<file path="src/rtl/dwcp_pkg.sv">
// dwcp_pkg: shared widths, field layout, reset values, command and status types
// for the delay wire chamber position core. No dependencies.
package dwcp_pkg;

    localparam int TIME_BITS = 22;

    // internal arithmetic widths
    localparam int SUM_W   = TIME_BITS + 1;
    localparam int DIFF_W  = TIME_BITS + 1;
    localparam int RAW_W   = TIME_BITS + 6;
    localparam int POS_W   = TIME_BITS + 7;
    localparam int COEF_W  = 13;
    localparam int PROD_W  = POS_W + COEF_W;

    // mean divider: eight quotient bits per cycle
    localparam int DIV_STEPS = 8;
    localparam int DIV_W     = ((SUM_W + DIV_STEPS - 1) / DIV_STEPS) * DIV_STEPS;
    localparam int DIV_CYC   = DIV_W / DIV_STEPS;
    localparam int DIV_CNT_W = $clog2(DIV_CYC + 1);

    // field widths
    localparam int CH_W      = 2;
    localparam int CAL_N     = 4;
    localparam int CAL_W     = 64;
    localparam int WIN_W     = 14;
    localparam int THR_W     = 3;
    localparam int VCNT_W    = 3;
    localparam int GCNT_W    = 3;
    localparam int POS_OUT_W = 16;
    localparam int MEAN_W    = 21;
    localparam int MQ_W      = (DIV_W > MEAN_W) ? DIV_W : MEAN_W;

    // calibration word layout
    localparam int SLOPE_W    = 12;
    localparam int OFF_W      = 14;
    localparam int ROT_W      = 12;
    localparam int SLOPEX_LSB = 52;
    localparam int SLOPEY_LSB = 40;
    localparam int OFFX_LSB   = 26;
    localparam int OFFY_LSB   = 12;
    localparam int ROT_LSB    = 0;

    // stream widths
    localparam int S_TDATA_W  = ((4 * TIME_BITS + 7) / 8) * 8;
    localparam int M_FIELDS_W = 2 * POS_OUT_W + 3 + MEAN_W + VCNT_W + 1;
    localparam int M_TDATA_W  = ((M_FIELDS_W + 7) / 8) * 8;

    // configuration
    localparam int CFG_IDX_W = 3;
    localparam logic [CFG_IDX_W-1:0] REG_CAL3   = 3'd3;
    localparam logic [CFG_IDX_W-1:0] REG_WINDOW = 3'd4;
    localparam logic [CFG_IDX_W-1:0] REG_THRESH = 3'd5;

    localparam logic [CAL_W-1:0] CAL_RESET    = 64'd1477541317591433216;
    localparam logic [WIN_W-1:0] WINDOW_RESET = 14'd12800;
    localparam logic [THR_W-1:0] THRESH_RESET = 3'd3;

    localparam logic [GCNT_W-1:0] GCNT_MAX = 3'd7;
    localparam logic [MEAN_W-1:0] MEAN_MAX = 21'h1FFFFF;
    localparam logic signed [POS_W-1:0] POS_HI = POS_W'(32767);
    localparam logic signed [POS_W-1:0] POS_LO = POS_W'(-32768);

    typedef enum logic [2:0] {
        OP_NONE,
        OP_MX,
        OP_MY,
        OP_MRY,
        OP_MRX
    } mul_op_t;

    typedef struct packed {
        logic    load;
        mul_op_t op;
        logic    out_load;
    } dp_cmd_t;

    typedef struct packed {
        logic div_done;
        logic out_free;
    } dp_status_t;

    function automatic logic [POS_OUT_W-1:0] sat_pos(input logic signed [POS_W-1:0] v);
        logic [POS_OUT_W-1:0] r;
        if (v > POS_HI) begin
            r = POS_HI[POS_OUT_W-1:0];
        end else if (v < POS_LO) begin
            r = POS_LO[POS_OUT_W-1:0];
        end else begin
            r = v[POS_OUT_W-1:0];
        end
        return r;
    endfunction

endpackage

</file>
<file path="src/rtl/delay_wire_chamber_position_core.sv">
// delay_wire_chamber_position_core: top level of the chamber position core.
// Joins dwcp_ctrl and dwcp_datapath; uses dwcp_pkg.
//
// One chamber (four TDC times) is taken per input beat and gives one result beat.
// A chamber goes through an accept state, four passes through the single shared
// multiplier (raw X, raw Y, X rotation, Y rotation) and a final state that writes
// the result register; the mean divider works 8 quotient bits per cycle
// alongside the multiplier passes. s_tready is high only between chambers, but
// a new chamber is taken while the previous result still waits in the output
// register. Configuration writes are always accepted and must only be issued
// while no chamber is in flight.
module delay_wire_chamber_position_core (
    input  logic                                aclk,
    input  logic                                aresetn,
    // input beat
    input  logic                                s_tvalid,
    output logic                                s_tready,
    input  logic [dwcp_pkg::S_TDATA_W-1:0]      s_tdata,   // t_left, t_right, t_down, t_up
    input  logic [dwcp_pkg::CH_W-1:0]           s_tuser,   // chamber
    input  logic                                s_tlast,   // last_chamber
    // result beat
    output logic                                m_tvalid,
    input  logic                                m_tready,
    // x_position, y_position, good_x, good_y, good_point, mean_time, valid_count,
    // track_ok, zero pad
    output logic [dwcp_pkg::M_TDATA_W-1:0]      m_tdata,
    output logic [dwcp_pkg::CH_W-1:0]           m_tuser,   // chamber_out
    output logic                                m_tlast,   // last_out
    // register writes
    input  logic                                cfg_valid,
    output logic                                cfg_ready,
    input  logic [dwcp_pkg::CFG_IDX_W-1:0]      cfg_index,
    input  logic [dwcp_pkg::CAL_W-1:0]          cfg_data
);

    dwcp_pkg::dp_cmd_t    cmd;
    dwcp_pkg::dp_status_t status;

    dwcp_ctrl u_ctrl (
        .aclk     (aclk),
        .aresetn  (aresetn),
        .s_tvalid (s_tvalid),
        .s_tready (s_tready),
        .status   (status),
        .cmd      (cmd)
    );

    dwcp_datapath u_datapath (
        .aclk      (aclk),
        .aresetn   (aresetn),
        .cmd       (cmd),
        .status    (status),
        .s_tdata   (s_tdata),
        .s_tuser   (s_tuser),
        .s_tlast   (s_tlast),
        .cfg_valid (cfg_valid),
        .cfg_ready (cfg_ready),
        .cfg_index (cfg_index),
        .cfg_data  (cfg_data),
        .m_tvalid  (m_tvalid),
        .m_tready  (m_tready),
        .m_tdata   (m_tdata),
        .m_tuser   (m_tuser),
        .m_tlast   (m_tlast)
    );

endmodule

</file>
<file path="src/rtl/dwcp_div.sv">
// dwcp_div: radix-2 restoring divider of the time sum by the hit count,
// eight quotient bits per cycle. Uses dwcp_pkg.
module dwcp_div (
    input  logic                              aclk,
    input  logic                              aresetn,
    input  logic                              start,
    input  logic [dwcp_pkg::SUM_W-1:0]        dividend,
    input  logic [dwcp_pkg::VCNT_W-1:0]       divisor,
    output logic [dwcp_pkg::DIV_W-1:0]        quotient,
    output logic                              done
);

    logic [dwcp_pkg::DIV_W-1:0]     num_reg, num_next;
    logic [1:0]                     rem_reg, rem_next;
    logic [dwcp_pkg::DIV_CNT_W-1:0] cnt_reg;

    always_comb begin
        logic [dwcp_pkg::DIV_W-1:0] num;
        logic [2:0]                 r;
        num = num_reg;
        r   = {1'b0, rem_reg};
        for (int i = 0; i < dwcp_pkg::DIV_STEPS; i++) begin
            r   = {r[1:0], num[dwcp_pkg::DIV_W-1]};
            num = {num[dwcp_pkg::DIV_W-2:0], 1'b0};
            if (r >= divisor) begin
                r      = r - divisor;
                num[0] = 1'b1;
            end
        end
        num_next = num;
        rem_next = r[1:0];
    end

    always_ff @(posedge aclk) begin
        if (!aresetn) begin
            cnt_reg <= '0;
        end else if (start) begin
            cnt_reg <= dwcp_pkg::DIV_CNT_W'(dwcp_pkg::DIV_CYC);
        end else if (cnt_reg != '0) begin
            cnt_reg <= cnt_reg - 1'b1;
        end
    end

    always_ff @(posedge aclk) begin
        if (start) begin
            num_reg <= dwcp_pkg::DIV_W'(dividend);
            rem_reg <= '0;
        end else if (cnt_reg != '0) begin
            num_reg <= num_next;
            rem_reg <= rem_next;
        end
    end

    assign quotient = num_reg;
    assign done     = (cnt_reg == '0);

endmodule

</file>
<file path="src/rtl/dwcp_datapath.sv">
// dwcp_datapath: configuration registers, input capture, shared multiplier for
// raw and aligned coordinates, mean divider, event counter and output register.
// Uses dwcp_pkg and dwcp_div.
module dwcp_datapath (
    input  logic                                aclk,
    input  logic                                aresetn,
    input  dwcp_pkg::dp_cmd_t                   cmd,
    output dwcp_pkg::dp_status_t                status,
    input  logic [dwcp_pkg::S_TDATA_W-1:0]      s_tdata,
    input  logic [dwcp_pkg::CH_W-1:0]           s_tuser,
    input  logic                                s_tlast,
    input  logic                                cfg_valid,
    output logic                                cfg_ready,
    input  logic [dwcp_pkg::CFG_IDX_W-1:0]      cfg_index,
    input  logic [dwcp_pkg::CAL_W-1:0]          cfg_data,
    output logic                                m_tvalid,
    input  logic                                m_tready,
    output logic [dwcp_pkg::M_TDATA_W-1:0]      m_tdata,
    output logic [dwcp_pkg::CH_W-1:0]           m_tuser,
    output logic                                m_tlast
);

    localparam int TB = dwcp_pkg::TIME_BITS;

    // configuration
    logic [dwcp_pkg::CAL_W-1:0] cal_reg [dwcp_pkg::CAL_N];
    logic [dwcp_pkg::WIN_W-1:0] window_reg;
    logic [dwcp_pkg::THR_W-1:0] thresh_reg;

    // input decode
    logic signed [TB-1:0]             t_left, t_right, t_down, t_up;
    logic [3:0]                       t_valid;
    logic [dwcp_pkg::SUM_W-1:0]       sum_in;
    logic [dwcp_pkg::VCNT_W-1:0]      vcnt_in;
    logic signed [dwcp_pkg::DIFF_W-1:0] dx_in, dy_in;

    // per item
    logic [dwcp_pkg::CH_W-1:0]          ch_reg;
    logic                               last_reg;
    logic signed [dwcp_pkg::DIFF_W-1:0] dx_reg, dy_reg;
    logic                               vx_reg, vy_reg;
    logic [dwcp_pkg::VCNT_W-1:0]        vcnt_reg;
    logic signed [dwcp_pkg::RAW_W-1:0]  rawx_reg, rawy_reg;
    logic signed [dwcp_pkg::POS_W-1:0]  ax_reg, ay_reg;
    logic                               gx_reg, gy_reg;

    // calibration fields of the current chamber
    logic [dwcp_pkg::CAL_W-1:0]         cal_sel;
    logic [dwcp_pkg::SLOPE_W-1:0]       slopex, slopey;
    logic signed [dwcp_pkg::OFF_W-1:0]  offx, offy;
    logic signed [dwcp_pkg::ROT_W-1:0]  rot;

    // shared multiplier
    logic signed [dwcp_pkg::POS_W-1:0]  mul_a, rx;
    logic signed [dwcp_pkg::COEF_W-1:0] mul_b;
    logic signed [dwcp_pkg::PROD_W-1:0] prod;
    logic signed [dwcp_pkg::RAW_W-1:0]  raw_new;
    logic signed [dwcp_pkg::POS_W-1:0]  rot_term, ax_new, ay_new;
    logic signed [dwcp_pkg::RAW_W-1:0]  win_s;
    logic                               gx_new, gy_new;

    // mean
    logic [dwcp_pkg::DIV_W-1:0]   quot;
    logic                         div_done;
    logic [dwcp_pkg::MQ_W-1:0]    quot_ext;
    logic [dwcp_pkg::MEAN_W-1:0]  mean_val;

    // event counter and output stage
    logic [dwcp_pkg::GCNT_W-1:0]  gcnt_reg, gcnt_next, gcnt_inc;
    logic                         good_pt, track;
    logic                         m_valid_reg, m_valid_next;
    logic [dwcp_pkg::CH_W-1:0]    o_ch_reg;
    logic [dwcp_pkg::POS_OUT_W-1:0] o_x_reg, o_y_reg;
    logic                         o_gx_reg, o_gy_reg, o_gp_reg;
    logic [dwcp_pkg::MEAN_W-1:0]  o_mean_reg;
    logic [dwcp_pkg::VCNT_W-1:0]  o_vcnt_reg;
    logic                         o_track_reg, o_last_reg;

    // configuration writes
    assign cfg_ready = 1'b1;

    always_ff @(posedge aclk) begin
        if (!aresetn) begin
            for (int i = 0; i < dwcp_pkg::CAL_N; i++) begin
                cal_reg[i] <= dwcp_pkg::CAL_RESET;
            end
            window_reg <= dwcp_pkg::WINDOW_RESET;
            thresh_reg <= dwcp_pkg::THRESH_RESET;
        end else if (cfg_valid) begin
            if (cfg_index <= dwcp_pkg::REG_CAL3) begin
                cal_reg[cfg_index[1:0]] <= cfg_data;
            end else if (cfg_index == dwcp_pkg::REG_WINDOW) begin
                window_reg <= cfg_data[dwcp_pkg::WIN_W-1:0];
            end else if (cfg_index == dwcp_pkg::REG_THRESH) begin
                thresh_reg <= cfg_data[dwcp_pkg::THR_W-1:0];
            end
        end
    end

    // input decode
    assign t_left  = s_tdata[0*TB +: TB];
    assign t_right = s_tdata[1*TB +: TB];
    assign t_down  = s_tdata[2*TB +: TB];
    assign t_up    = s_tdata[3*TB +: TB];
    assign t_valid = {!t_up[TB-1], !t_down[TB-1], !t_right[TB-1], !t_left[TB-1]};

    assign sum_in = (t_valid[0] ? dwcp_pkg::SUM_W'(t_left[TB-2:0])  : '0)
                  + (t_valid[1] ? dwcp_pkg::SUM_W'(t_right[TB-2:0]) : '0)
                  + (t_valid[2] ? dwcp_pkg::SUM_W'(t_down[TB-2:0])  : '0)
                  + (t_valid[3] ? dwcp_pkg::SUM_W'(t_up[TB-2:0])    : '0);
    assign vcnt_in = {2'b00, t_valid[0]} + {2'b00, t_valid[1]}
                   + {2'b00, t_valid[2]} + {2'b00, t_valid[3]};
    assign dx_in = dwcp_pkg::DIFF_W'(t_left) - dwcp_pkg::DIFF_W'(t_right);
    assign dy_in = dwcp_pkg::DIFF_W'(t_down) - dwcp_pkg::DIFF_W'(t_up);

    // calibration fields
    assign cal_sel = cal_reg[ch_reg];
    assign slopex  = cal_sel[dwcp_pkg::SLOPEX_LSB +: dwcp_pkg::SLOPE_W];
    assign slopey  = cal_sel[dwcp_pkg::SLOPEY_LSB +: dwcp_pkg::SLOPE_W];
    assign offx    = $signed(cal_sel[dwcp_pkg::OFFX_LSB +: dwcp_pkg::OFF_W]);
    assign offy    = $signed(cal_sel[dwcp_pkg::OFFY_LSB +: dwcp_pkg::OFF_W]);
    assign rot     = $signed(cal_sel[dwcp_pkg::ROT_LSB +: dwcp_pkg::ROT_W]);

    // rotation operand for y: aligned x when good, raw x otherwise (zero when no x hit)
    assign rx = gx_reg ? ax_reg : dwcp_pkg::POS_W'(rawx_reg);

    always_comb begin
        case (cmd.op)
            dwcp_pkg::OP_MX: begin
                mul_a = dwcp_pkg::POS_W'(dx_reg);
                mul_b = $signed({1'b0, slopex});
            end
            dwcp_pkg::OP_MY: begin
                mul_a = dwcp_pkg::POS_W'(dy_reg);
                mul_b = $signed({1'b0, slopey});
            end
            dwcp_pkg::OP_MRY: begin
                mul_a = dwcp_pkg::POS_W'(rawy_reg);
                mul_b = dwcp_pkg::COEF_W'(rot);
            end
            dwcp_pkg::OP_MRX: begin
                mul_a = rx;
                mul_b = dwcp_pkg::COEF_W'(rot);
            end
            default: begin
                mul_a = '0;
                mul_b = '0;
            end
        endcase
    end

    assign prod     = dwcp_pkg::PROD_W'(mul_a) * dwcp_pkg::PROD_W'(mul_b);
    assign raw_new  = $signed(prod[dwcp_pkg::RAW_W+7:8]);
    assign rot_term = dwcp_pkg::POS_W'($signed(prod[dwcp_pkg::PROD_W-1:14]));
    assign ax_new   = dwcp_pkg::POS_W'(rawx_reg) - dwcp_pkg::POS_W'(offx) - rot_term;
    assign ay_new   = dwcp_pkg::POS_W'(rawy_reg) - dwcp_pkg::POS_W'(offy) + rot_term;

    assign win_s  = $signed(dwcp_pkg::RAW_W'(window_reg));
    assign gx_new = vx_reg && (rawx_reg <= win_s) && (rawx_reg >= -win_s);
    assign gy_new = vy_reg && (rawy_reg <= win_s) && (rawy_reg >= -win_s);

    always_ff @(posedge aclk) begin
        if (cmd.load) begin
            ch_reg   <= s_tuser;
            last_reg <= s_tlast;
            dx_reg   <= dx_in;
            dy_reg   <= dy_in;
            vx_reg   <= t_valid[0] & t_valid[1];
            vy_reg   <= t_valid[2] & t_valid[3];
            vcnt_reg <= vcnt_in;
        end
        case (cmd.op)
            dwcp_pkg::OP_MX: begin
                rawx_reg <= vx_reg ? raw_new : '0;
            end
            dwcp_pkg::OP_MY: begin
                rawy_reg <= vy_reg ? raw_new : '0;
            end
            dwcp_pkg::OP_MRY: begin
                ax_reg <= ax_new;
                gx_reg <= gx_new;
                gy_reg <= gy_new;
            end
            dwcp_pkg::OP_MRX: begin
                ay_reg <= ay_new;
            end
            default: begin
            end
        endcase
    end

    // mean of the valid times
    dwcp_div u_div (
        .aclk     (aclk),
        .aresetn  (aresetn),
        .start    (cmd.load),
        .dividend (sum_in),
        .divisor  (vcnt_reg),
        .quotient (quot),
        .done     (div_done)
    );

    assign quot_ext = dwcp_pkg::MQ_W'(quot);

    always_comb begin
        if (vcnt_reg == '0) begin
            mean_val = '0;
        end else if (quot_ext > dwcp_pkg::MQ_W'(dwcp_pkg::MEAN_MAX)) begin
            mean_val = dwcp_pkg::MEAN_MAX;
        end else begin
            mean_val = quot_ext[dwcp_pkg::MEAN_W-1:0];
        end
    end

    // good chamber count per event
    assign good_pt  = gx_reg & gy_reg;
    assign gcnt_inc = (good_pt && gcnt_reg != dwcp_pkg::GCNT_MAX) ? gcnt_reg + 1'b1 : gcnt_reg;
    assign track    = last_reg && (gcnt_inc >= thresh_reg);

    always_comb begin
        if (cmd.out_load) begin
            gcnt_next = last_reg ? '0 : gcnt_inc;
        end else begin
            gcnt_next = gcnt_reg;
        end
    end

    // output register
    assign status.out_free = !m_valid_reg || m_tready;
    assign status.div_done = div_done;
    assign m_valid_next    = cmd.out_load || (m_valid_reg && !m_tready);

    always_ff @(posedge aclk) begin
        if (!aresetn) begin
            gcnt_reg    <= '0;
            m_valid_reg <= 1'b0;
        end else begin
            gcnt_reg    <= gcnt_next;
            m_valid_reg <= m_valid_next;
        end
    end

    always_ff @(posedge aclk) begin
        if (cmd.out_load) begin
            o_ch_reg    <= ch_reg;
            o_x_reg     <= gx_reg ? dwcp_pkg::sat_pos(ax_reg) : '0;
            o_y_reg     <= gy_reg ? dwcp_pkg::sat_pos(ay_reg) : '0;
            o_gx_reg    <= gx_reg;
            o_gy_reg    <= gy_reg;
            o_gp_reg    <= good_pt;
            o_mean_reg  <= mean_val;
            o_vcnt_reg  <= vcnt_reg;
            o_track_reg <= track;
            o_last_reg  <= last_reg;
        end
    end

    assign m_tvalid = m_valid_reg;
    assign m_tuser  = o_ch_reg;
    assign m_tlast  = o_last_reg;
    assign m_tdata  = dwcp_pkg::M_TDATA_W'({o_track_reg, o_vcnt_reg, o_mean_reg,
                                            o_gp_reg, o_gy_reg, o_gx_reg,
                                            o_y_reg, o_x_reg});

    a_no_overwrite: assert property (@(posedge aclk) disable iff (!aresetn)
        cmd.out_load |-> (!m_valid_reg || m_tready))
        else $error("result register overwritten before the beat was taken");

    a_count_clear: assert property (@(posedge aclk) disable iff (!aresetn)
        (cmd.out_load && last_reg) |=> (gcnt_reg == '0))
        else $error("good chamber count not cleared at end of event");

    a_div_restart: assert property (@(posedge aclk) disable iff (!aresetn)
        cmd.load |=> !div_done)
        else $error("divider did not start on a new chamber");

endmodule

</file>
<file path="src/rtl/dwcp_ctrl.sv">
// dwcp_ctrl: sequencer that steps one chamber through the shared multiplier
// passes and hands the result to the output register. Uses dwcp_pkg.
module dwcp_ctrl (
    input  logic                  aclk,
    input  logic                  aresetn,
    input  logic                  s_tvalid,
    output logic                  s_tready,
    input  dwcp_pkg::dp_status_t  status,
    output dwcp_pkg::dp_cmd_t     cmd
);

    typedef enum logic [2:0] {
        ST_IDLE,
        ST_MX,
        ST_MY,
        ST_MRY,
        ST_MRX,
        ST_FIN
    } state_t;

    state_t            state_reg;
    logic              ready_reg;
    dwcp_pkg::mul_op_t op_reg;
    logic              load;
    logic              out_load;

    assign load     = s_tvalid && ready_reg;
    assign out_load = (state_reg == ST_FIN) && status.div_done && status.out_free;

    always_ff @(posedge aclk) begin
        if (!aresetn) begin
            state_reg <= ST_IDLE;
            ready_reg <= 1'b1;
            op_reg    <= dwcp_pkg::OP_NONE;
        end else begin
            case (state_reg)
                ST_IDLE: begin
                    if (load) begin
                        state_reg <= ST_MX;
                        ready_reg <= 1'b0;
                        op_reg    <= dwcp_pkg::OP_MX;
                    end
                end
                ST_MX: begin
                    state_reg <= ST_MY;
                    op_reg    <= dwcp_pkg::OP_MY;
                end
                ST_MY: begin
                    state_reg <= ST_MRY;
                    op_reg    <= dwcp_pkg::OP_MRY;
                end
                ST_MRY: begin
                    state_reg <= ST_MRX;
                    op_reg    <= dwcp_pkg::OP_MRX;
                end
                ST_MRX: begin
                    state_reg <= ST_FIN;
                    op_reg    <= dwcp_pkg::OP_NONE;
                end
                ST_FIN: begin
                    if (out_load) begin
                        state_reg <= ST_IDLE;
                        ready_reg <= 1'b1;
                    end
                end
                default: begin
                    state_reg <= ST_IDLE;
                    ready_reg <= 1'b1;
                    op_reg    <= dwcp_pkg::OP_NONE;
                end
            endcase
        end
    end

    assign s_tready     = ready_reg;
    assign cmd.load     = load;
    assign cmd.op       = op_reg;
    assign cmd.out_load = out_load;

    a_accept_starts: assert property (@(posedge aclk) disable iff (!aresetn)
        load |=> (state_reg == ST_MX && op_reg == dwcp_pkg::OP_MX))
        else $error("accepted chamber did not start the x pass");

    a_fin_holds: assert property (@(posedge aclk) disable iff (!aresetn)
        (state_reg == ST_FIN && !out_load) |=> (state_reg == ST_FIN && !ready_reg))
        else $error("finished chamber left before its result was stored");

endmodule

</file>
<file path="config.mk">
export PLATFORM = sky130hd
export DESIGN_NAME = delay_wire_chamber_position_core
export DESIGN_NICKNAME = d
export VERILOG_FILES = /design/src/rtl/dwcp_pkg.sv /design/src/rtl/delay_wire_chamber_position_core.sv /design/src/rtl/dwcp_div.sv /design/src/rtl/dwcp_datapath.sv /design/src/rtl/dwcp_ctrl.sv
export SDC_FILE = /design/constraint.sdc
export NUM_CORES = 2
export LEC_CHECK = 0
export BUFFER_PORTS_ARGS = -buffer_cell sky130_fd_sc_hd__buf_2
export CORE_MARGIN = 5
export CORE_UTILIZATION = 30
export DETAILED_ROUTE_END_ITERATION = 6
export SETUP_SLACK_MARGIN = 0.15
export SLEW_MARGIN = 5
export SYNTH_ARGS = -nofsm -noshare
export SYNTH_HDL_FRONTEND = slang
export SYNTH_SLANG_ARGS = --single-unit
</file>
<file path="constraint.sdc">
create_clock -name aclk -period 17.45 [get_ports aclk]
set_input_delay 1.745 -clock aclk [delete_from_list [all_inputs] [get_ports aclk]]
set_output_delay 1.745 -clock aclk [all_outputs]
set_load 0.03 [all_outputs]
</file>
==> run metrics <==
critical path fanouts, max 47; Post-Syn Instances 4,417; first-pass GRT wire length 214 mm; Critical Path Sink Type flip-flop; final setup fails 0; H-tree Lvls 2; cts bufs inserted 59; PwrDens 210 nW/µm²; worst path required time 17.89 ns; Final min period 12.52 ns; initial DRC count 2,513; Final ANT Viol Nets 0; clock insertion delay at the later pin of the skew report 0.69 ns; DRT Pass-1 Iters 5; hold_ws 0.456 ns; layout cells sized above 1 0.106; setup ws final 4.93 ns; Fillers 15,500; gr ovfl total 0; worst clock skew 0.0364 ns; vias per std cell 4.98; Post-synth EDFFs 512; Sink Count 547; root buf cell clkbuf_16; commonest non-fill, non-tap cell in the layout inv_1; Arr. time, crit path 12.96 ns; Vias 33,200; clock slew at reported path FFs 0.06 ns; die width 401 µm; die area 161,000 µm²; Finished Layout Cells 6,668; Critical Setup Path Class reg -> reg; Setup Fix Bufs, Post-CTS 0; Die Y 401 µm; Hold Buf Count CTS 0; Worst setup SP type flip-flop; depth of the worst register-to-register path 39; IO Port Bufs 227; register share of total power 0.200; final hold vios 0; Leakage 22.4 nW; initial core utilization 0.302; detailed-route wire length per cell 21.1 µm; FMAX 79.8 MHz; Tcrit/Tclk final 0.718; status completed; CTS max path bufs 3; core area 152,000 µm²; number of flip-flops in the largest register 256; Syn Std Cell Area 46,000 µm²; Sw Share 0.472; GPL Wtd Cong 0.911; multi-input logic area 27,200 µm²; worst slew pin tran 1.22 ns; dpl cells 6,554; GRT Util Overall 0.171; P_sw 5.08 mW; Max Cap Violations 0; #FFs+latches synth 547; total power 10.8 mW; Routed WL 141 mm; clock group share of total power 0.116; RSZ-0062 raised after global routing false; TritonCTS clock tree built; placement row count 143; initial antenna violation count 7; Area Overhead vs Synth 11.6%; largest net degree at the start of global routing 73; Worst Hold Class reg -> reg; YS warnings 0; worst slew margin relative to its limit 0.184; CP max stage delay 0.73 ns; ys async rst share 0; combinational share of power 0.684; vias in the first global route 34,100; Max rail drop VDD 195 µV; setup TNS 0 ns; internal power 5.68 mW; Final Max Tran Viols 0; Seq/Total Area, Yosys 0.350; Top cell by count, worst path fa_1; DP HPWL 111 mm; most frequent cells in the layout 561 x inv_1, 522 x nand2_1, 512 x edfxtp_1; CP max stage cell dfxtp_1; Post-route DRC 0; most used flip-flop cell after synthesis edfxtp_1; Nets 5,521; Yosys cell types 92; worst slack, placed 5.01 ns; Register Area 16,100 µm²; Post-CTS Resized 0; I/O pins 233; Hold Crit Depth 0; post-synthesis area per instance 10.4 µm²
[logic make-up (layout without fill, tap and decap cells)]
family	count (synthesis)	in the layout	synth area share
buffers and inverters	730	944	0.0611
adder cells (fa/ha/maj)	773	773	0.280
XOR/XNOR	161	161	0.0312
AO/OA/AOI/OAI	679	679	0.101
flip-flops	547	547	0.350
other	2	9	0.000163
multiplexers	99	99	0.0382
AND/OR/NAND/NOR	1426	1426	0.139
[power by group through the flow]
stage | clock network [mW] | registers, mW | logic (mW)
CTS | 1.28 | 2.15 | 7.35
detailed placement | 0 | 2.18 | 7.28
finish | 1.25 | 2.15 | 7.36
global placement | 0 | 2.17 | 7.18
floorplan | 0 | 2.08 | 5.41
global route | 1.33 | 2.17 | 8.19
[worst paths after layout]
check	start	endpoint	slack, ns
max reg2reg	u_ctrl.op_reg[1]	u_datapath.ay_reg[28]	4.93
min	u_datapath.ch_reg[1]	u_datapath.m_tuser[1]	0.46
min reg2reg	u_datapath.ch_reg[1]	u_datapath.m_tuser[1]	0.46
max	u_ctrl.op_reg[1]	u_datapath.ay_reg[28]	4.93
[worst max-delay path: cells and delay by family, from the launching register on]
kind	cells	cell delay [ns]
compound gates	11	2.66
xor+xnor	3	0.56
fa+ha+maj	9	4.13
buf+inv	8	1.73
flops	1	0.73
simple gates	8	2.48
[per-stage QoR]
stage / cell area, µm² / utilization
2_1_floorplan: 46000 / -
3_3_place_gp: 49400 / 0.325
3_5_place_dp: 49400 / 0.325
4_1_cts: 51300 / 0.337
5_1_grt: 51300 / 0.337
6_report: 51300 / 0.337
[layer usage]
layer / global-route usage / vias up / share of wire
li1: - / 15300 / -
met1: 0.229 / 16600 / 0.43
met2: 0.283 / 1012 / 0.47
met3: 0.0231 / 244 / 0.054
met4: 0.0643 / 0 / 0.044
met5: 0 / - / 0
[area by class of cell]
cell class / count / area share
flip-flops and latches: 547 / 0.313
well taps: 2030 / 0.0495
multi-input cells: 3143 / 0.530
clock inverters: 39 / 0.00678
repair buffers: 268 / 0.0281
inverters: 566 / 0.0415
clock buffers: 71 / 0.0302
diodes: 4 / 0.000195
[synth_stat cells, types with 58 or more instances]
cell,count,share of area
clkbuf_1,135,0.011
and2_1,77,0.010
ha_1,344,0.094
nand2b_1,58,0.0079
mux4_2,60,0.029
nor2_1,481,0.039
a21oi_1,145,0.016
xnor2_1,108,0.021
fa_1,429,0.19
nand2_1,523,0.043
edfxtp_1,512,0.33
nor2b_1,63,0.0086
a21o_1,110,0.018
inv_1,564,0.046
o21ai_0,135,0.015
Note: power is estimated with default switching activity, not from simulation.
